==> src/rtl/hce_pkg.sv <==
// Shared types, byte constants and the byte classifier for the chunk-extension checker.
package hce_pkg;

    // Parser phases, one per position in the chunk-extension grammar.
    typedef enum logic [3:0] {
        PH_EXPECT  = 4'd0,
        PH_NAME0   = 4'd1,
        PH_NAME    = 4'd2,
        PH_AFTNAME = 4'd3,
        PH_VAL0    = 4'd4,
        PH_TOKVAL  = 4'd5,
        PH_QUOTED  = 4'd6,
        PH_ESCAPE  = 4'd7,
        PH_CR      = 4'd8,
        PH_DONE    = 4'd9,
        PH_ERROR   = 4'd10
    } phase_t;

    // Status codes reported for every byte.
    typedef enum logic [1:0] {
        ST_BUSY = 2'd0,
        ST_DONE = 2'd1,
        ST_ERR  = 2'd2
    } status_t;

    // Byte constants used by the grammar.
    localparam logic [7:0] CH_TAB    = 8'h09;
    localparam logic [7:0] CH_LF     = 8'h0A;
    localparam logic [7:0] CH_CR     = 8'h0D;
    localparam logic [7:0] CH_SP     = 8'h20;
    localparam logic [7:0] CH_DQUOTE = 8'h22;
    localparam logic [7:0] CH_SEMI   = 8'h3B;
    localparam logic [7:0] CH_EQUAL  = 8'h3D;
    localparam logic [7:0] CH_BSLASH = 8'h5C;
    localparam logic [7:0] CH_DEL    = 8'h7F;

    // Classes of one byte as seen by the next-phase logic.
    typedef struct packed {
        logic ows;
        logic tchar;
        logic semi;
        logic equal;
        logic dquote;
        logic bslash;
        logic cr;
        logic lf;
        logic bad_qchar;
    } byte_class_t;

    // Sorts one byte into the classes above.
    function automatic byte_class_t classify(input logic [7:0] c);
        byte_class_t bc;
        logic        punct;
        punct = 1'b0;
        case (c) inside
            8'h21, 8'h23, 8'h24, 8'h25, 8'h26, 8'h27, 8'h2A, 8'h2B,
            8'h2D, 8'h2E, 8'h5E, 8'h5F, 8'h60, 8'h7C, 8'h7E: punct = 1'b1;
            default: punct = 1'b0;
        endcase
        bc.ows       = (c == CH_SP) || (c == CH_TAB);
        bc.tchar     = ((c >= 8'h30) && (c <= 8'h39)) ||
                       ((c >= 8'h41) && (c <= 8'h5A)) ||
                       ((c >= 8'h61) && (c <= 8'h7A)) || punct;
        bc.semi      = (c == CH_SEMI);
        bc.equal     = (c == CH_EQUAL);
        bc.dquote    = (c == CH_DQUOTE);
        bc.bslash    = (c == CH_BSLASH);
        bc.cr        = (c == CH_CR);
        bc.lf        = (c == CH_LF);
        bc.bad_qchar = ((c < CH_SP) && (c != CH_TAB)) || (c == CH_DEL);
        return bc;
    endfunction

endpackage

==> src/rtl/hce_phase_core.sv <==
// Parser phase register and the next-phase logic for one byte.
module hce_phase_core
(
    input  logic             clk,
    input  logic             rst_n,
    input  logic             step,
    input  logic [7:0]       cur_byte,
    input  logic             cur_start,
    output hce_pkg::status_t status_next
);
    import hce_pkg::*;

    phase_t      phase_reg;
    phase_t      phase_next;
    phase_t      phase_cur;
    byte_class_t bc;

    // A new line restarts the grammar before the byte is looked at.
    assign phase_cur = cur_start ? PH_EXPECT : phase_reg;
    assign bc        = classify(cur_byte);

    // Next-phase decoder.
    always_comb
    begin
        phase_next = PH_ERROR;
        unique case (phase_cur)
            PH_EXPECT:
            begin
                if (bc.ows)       phase_next = PH_EXPECT;
                else if (bc.semi) phase_next = PH_NAME0;
                else if (bc.cr)   phase_next = PH_CR;
            end
            PH_NAME0:
            begin
                if (bc.ows)        phase_next = PH_NAME0;
                else if (bc.tchar) phase_next = PH_NAME;
            end
            PH_NAME:
            begin
                if (bc.tchar)      phase_next = PH_NAME;
                else if (bc.ows)   phase_next = PH_AFTNAME;
                else if (bc.equal) phase_next = PH_VAL0;
                else if (bc.semi)  phase_next = PH_NAME0;
                else if (bc.cr)    phase_next = PH_CR;
            end
            PH_AFTNAME:
            begin
                if (bc.ows)        phase_next = PH_AFTNAME;
                else if (bc.equal) phase_next = PH_VAL0;
                else if (bc.semi)  phase_next = PH_NAME0;
                else if (bc.cr)    phase_next = PH_CR;
            end
            PH_VAL0:
            begin
                if (bc.ows)         phase_next = PH_VAL0;
                else if (bc.dquote) phase_next = PH_QUOTED;
                else if (bc.tchar)  phase_next = PH_TOKVAL;
            end
            PH_TOKVAL:
            begin
                if (bc.tchar)     phase_next = PH_TOKVAL;
                else if (bc.ows)  phase_next = PH_EXPECT;
                else if (bc.semi) phase_next = PH_NAME0;
                else if (bc.cr)   phase_next = PH_CR;
            end
            PH_QUOTED:
            begin
                if (bc.dquote)         phase_next = PH_EXPECT;
                else if (bc.bslash)    phase_next = PH_ESCAPE;
                else if (!bc.bad_qchar) phase_next = PH_QUOTED;
            end
            PH_ESCAPE:
            begin
                if (!bc.bad_qchar) phase_next = PH_QUOTED;
            end
            PH_CR:
            begin
                if (bc.lf) phase_next = PH_DONE;
            end
            default:
            begin
                phase_next = PH_ERROR;
            end
        endcase
    end

    // Status follows from the phase the byte leads to.
    always_comb
    begin
        if (phase_next == PH_ERROR)
        begin
            status_next = ST_ERR;
        end
        else if (phase_next == PH_DONE)
        begin
            status_next = ST_DONE;
        end
        else
        begin
            status_next = ST_BUSY;
        end
    end

    // Phase register, updated once per byte that moves to the result stage.
    always_ff @(posedge clk or negedge rst_n)
    begin
        if (!rst_n)
        begin
            phase_reg <= PH_EXPECT;
        end
        else if (step)
        begin
            phase_reg <= phase_next;
        end
    end

endmodule

==> config.mk <==
export PLATFORM = sky130hd
export DESIGN_NAME = hce_phase_core
export DESIGN_NICKNAME = d
export VERILOG_FILES = /design/src/rtl/hce_pkg.sv /design/src/rtl/hce_phase_core.sv
export SDC_FILE = /design/constraint.sdc
export NUM_CORES = 1
export LEC_CHECK = 0
export ABC_AREA = 1
export BUFFER_PORTS_ARGS = -buffer_cell sky130_fd_sc_hd__buf_4
export CAP_MARGIN = 20
export CORE_MARGIN = 10
export CORE_UTILIZATION = 59
export CTS_BUF_LIST = sky130_fd_sc_hd__clkbuf_8
export CTS_CLUSTER_DIAMETER = 150
export DETAILED_ROUTE_END_ITERATION = 10
export GPL_TIMING_DRIVEN = 0
export PLACE_DENSITY_LB_ADDON = 0.2
export SYNTH_ARGS = -nofsm -noshare
export SYNTH_HDL_FRONTEND = slang
export SYNTH_SLANG_ARGS = --single-unit
==> constraint.sdc <==
create_clock -name clk -period 2.7 [get_ports clk]
set_clock_uncertainty 0.15 [all_clocks]
set_input_delay 0.675 -clock clk [delete_from_list [all_inputs] [get_ports clk]]
set_output_delay 0.675 -clock clk [all_outputs]
set_load 0.01 [all_outputs]
==> flow_metrics.env, run 1 <==
export IMPL_status="stopped before the end"
export IMPL_haltStage="4_1_cts"
export IMPL_error_line="[ERROR DPL-0033] detailed placement checks failed during check placement."
export IMPL_initial_core_util=0.631
export IMPL_cts_hold_buf=0
export IMPL_synth_nets=213
export IMPL_die_x_um=60.4
export IMPL_cts_setup_buffers=8
export IMPL_htreeDepth=1
export IMPL_cts_inserted_buffers=3
export IMPL_pin_count=14
export IMPL_dpl_instance_area_um2=1080
export IMPL_seq_area_frac_synth=0.104
export IMPL_clock_sinks=4
export IMPL_synth_seq_cells=4
export IMPL_gp_congestion=1.03
export IMPL_ctsResizeCount=95
export IMPL_port_buffers=13
export IMPL_root_buffer="clkbuf_8"
export IMPL_fp_row_count=14
export IMPL_place_hpwl_um=2300
export IMPL_syn_avg_cell_area_um2=4.79
export IMPL_yosysWarnings=0
export IMPL_synthesis_instances=201
export IMPL_cts_buffer_depth=2
export IMPL_synth_cell_types=19
export IMPL_syn_area_um2=962
export IMPL_die_y_um=60.4
kinds of logic after synthesis:
family / share of synthesized area
AO/OA/AOI/OAI: 0.0650
buffers and inverters: 0.125
flip-flops: 0.104
AND/OR/NAND/NOR: 0.706
Yosys cell counts, drive strengths merged:
library cell,instances,share of area
nand2,76,0.32
nor2,44,0.21
inv,32,0.12
nand3,26,0.14
o21ai,7,0.036
dfrtp,4,0.10
a21oi,3,0.016
nand4,3,0.020
and2,2,0.013
nor3,2,0.010
a31oi,1,0.0065
o22ai,1,0.0065
through the flow:
step / instances / utilization / setup WS [ns] / hold slack [ns] / TNS [ns]
global placement: 230 / 0.709 / -0.206 / 0.319 / -0.206
floorplan: 201 / - / 0.155 / 0.229 / 0
detailed placement: 230 / 0.709 / -0.218 / 0.321 / -0.218
==> run 2: changes to the inputs <==
CORE_AREA = 10 10 71 73   (was default)
CORE_MARGIN = default   (was 10)
CORE_UTILIZATION = default   (was 59)
CTS_BUF_LIST = default   (was sky130_fd_sc_hd__clkbuf_8)
CTS_CLUSTER_DIAMETER = default   (was 150)
DIE_AREA = 0 0 81 83   (was default)
PLACE_DENSITY_LB_ADDON = 0.15   (was 0.2)
==> flow_metrics.env, run 2 <==
export IMPL_status="complete, but fails checks"
export IMPL_violations="negative setup slack"
export IMPL_hold_viol=0
export IMPL_ir_drop_uv=268
export IMPL_slowest_stage="o21ai_2"
export IMPL_reg2reg_to="phase_reg[2]"
export IMPL_reg2reg_from="phase_reg[2]"
export IMPL_dpl_instance_area_um2=1120
export IMPL_antenna_cells=0
export IMPL_largest_reg_flops=4
export IMPL_register_area_um2=100
export IMPL_synth_compound_area_frac=0.0650
export IMPL_cp_top_family="simple AND/OR/NAND/NOR gates"
export IMPL_synthTopCellsByArea="nand2_1, nor2_1, nand3_1"
export IMPL_cts_inserted_buffers=3
export IMPL_synth_seq_cells=4
export IMPL_yosys_cell_count_top_type="nand2_1"
export IMPL_synth_top_area_share=0.273
export IMPL_vias=1287
export IMPL_cp_cell_sequence="buf_8 > inv_6 > nand2_8 > nor2_4 > nand2_2 > nand2_4 > nor2_4 > nand2_1 > nand2_1 > o21ai_2 > nand3_2 > inv_1 > nor2_1 > buf_4"
export IMPL_wl_met2_um=1750
export IMPL_die_y_um=83
export IMPL_dr_first_iter_drc_count=96
export IMPL_ant_nets=0
export IMPL_nNetsFinal=245
export IMPL_routedWlPerCell_um=11.8
export IMPL_clk_latency_ns=0.21
export IMPL_grt_pass1_wl_um=5490
export IMPL_num_fill_cells=400
export IMPL_grt_pass1_vias=1241
export IMPL_fin_util=0.456
export IMPL_final_common_cell="nand2_1"
export IMPL_gp_congestion=0.896
export IMPL_cts_hold_buf=0
export IMPL_place_hpwl_um=2320
export IMPL_max_stage_delay_ns=0.16
export IMPL_tightestPinTransition_ns=0.380
export IMPL_worst_setup_path_start_kind="input pin"
export IMPL_design_area_um2=1660
export IMPL_fp_row_count=22
export IMPL_synth_commonest_cells="nand2_1, nor2_1, inv_1, nand3_1"
export IMPL_port_buffers=13
export IMPL_startpoint="cur_byte[6]"
export IMPL_crit_arrival_ns=1.98
export IMPL_area_delta_synth_final_pct=72.3
export IMPL_drc=0
export IMPL_synth_cell_types=19
export IMPL_synthSimpleGateAreaFrac=0.706
export IMPL_syn_area_um2=962
export IMPL_viasPerCell=4.61
export IMPL_setup_tns_ns=-0.107
export IMPL_yosysTopAreaCell="nand2_1"
export IMPL_cp_buffers_inverters=4
export IMPL_wl_met3_um=92
export IMPL_critPathMaxFanout=5
export IMPL_syn_avg_cell_area_um2=4.79
export IMPL_synthesis_instances=201
export IMPL_cts_tree="yes"
export IMPL_drv_slew=0
export IMPL_fmax_mhz=356
export IMPL_rsz0062_at_grt="true"
export IMPL_holdCritPathClass="in -> async"
export IMPL_path_depth=14
export IMPL_endpoint="status_next[1]"
export IMPL_multi_input_area_um2=1040
export IMPL_grt_usage=0.0959
export IMPL_setup_viol=1
export IMPL_mostFrequentLayoutCells="nand2_1, nor2_1, inv_1"
export IMPL_critical_path_class="in -> out"
export IMPL_die_area_um2=6720
export IMPL_synth_async_reset_ratio=1.00
export IMPL_postRouteWirelength_um=3290
export IMPL_final_min_clock_period_ns=2.81
export IMPL_cap_violations=0
export IMPL_routed_top_layer="met4"
export IMPL_grt_max_degree=8
export IMPL_max_slew_margin=0.745
export IMPL_cts_buffer_depth=2
export IMPL_synth_area_mux_share=0
export IMPL_rr_worst_depth=15
export IMPL_synth_top_flop_cell="dfrtp_1"
export IMPL_clock_sinks=4
export IMPL_initial_core_util=0.265
export IMPL_synth_nets=213
export IMPL_htreeDepth=1
export IMPL_synthXorXnorAreaFrac=0
export IMPL_p_leak_uw=0.000872
export IMPL_post_route_period_util=1.04
export IMPL_crit_path_end_kind="primary output"
export IMPL_synth_top_family_by_area="simple AND/OR/NAND/NOR gates"
export IMPL_pin_count=14
export IMPL_synth_edf_count=0
export IMPL_root_buffer="clkbuf_8"
export IMPL_synth_fa_ha_area_frac=0
export IMPL_finalWorstSetupSlack_ns=-0.107
export IMPL_rrSetupSlack_ns=0.61
export IMPL_clk_pin_slew_worst_paths_ns=0.03
export IMPL_crit_required_ns=1.88
export IMPL_die_x_um=81
export IMPL_grt_overflow_total=0
export IMPL_drive_above_1_share=0.437
export IMPL_met1Wirelength_um=1380
export IMPL_seq_area_frac_synth=0.104
export IMPL_core_um2=3630
export IMPL_powerDensity_nw_per_um2=254
export IMPL_yosysWarnings=0
export IMPL_drt_pass1_iterations=4
export IMPL_antenna_found_initial=0
## run 2: kinds of logic after synthesis
| family | count (synthesis) |
|---|---|
| AOI/OAI and AO/OA | 12 |
| buffers and inverters | 32 |
| DFF | 4 |
| and+or+nand+nor | 153 |
## run 2: stage by stage
stage | cells | setup WS, ns | hold WS, ns | power (uW)
after floorplan | 201 | 0.155 | 0.229 | 161
after global routing | 279 | -0.239 | 0.0889 | 464
after global placement | 262 | -0.292 | 0.322 | 211
after CTS | 277 | -0.106 | 0.0950 | 392
final | 279 | -0.107 | 0.0990 | 422
after detailed placement | 262 | -0.254 | 0.321 | 208
## run 2: how the worst min path moves through the flow
stage / start / endpoint / cells past startpoint / slack (ns)
2_1_floorplan: rst_n / phase_reg[0] / 0 / 0.23
3_3_place_gp: rst_n / phase_reg[0] / 1 / 0.32
3_5_place_dp: rst_n / phase_reg[0] / 1 / 0.32
4_1_cts: rst_n / phase_reg[0] / 1 / 0.09
5_1_grt: rst_n / phase_reg[0] / 1 / 0.09
6_report: rst_n / phase_reg[0] / 1 / 0.1
## run 2: final cells by class
| class | instances | share of cell area |
|---|---|---|
| multi-input combinational | 165 | 0.626 |
| inverter | 32 | 0.0951 |
| timing repair buffer | 27 | 0.158 |
| tap | 48 | 0.0362 |
| sequential | 4 | 0.0604 |
| clock buffer | 3 | 0.0249 |
## run 2: per-layer routing
layer	GRT usage	vias up
li1	-	692
met1	0.118	566
met2	0.159	23
met3	0.0151	6
met4	0.0376	0
met5	0	-
## run 2: repair_timing
item,4_1_cts,5_1_grt
setup endpoints to repair,1,2
setup buffers,12,4
gates resized for setup,68,43
pin swaps,28,16
## run 2: power by group
part / switching, uW / internal [uW]
registers: 7.42 / 65.7
logic: 127 / 100
clock network: 27.0 / 94.7
total: 161 / 261
Power figures use the tool's default switching activity.
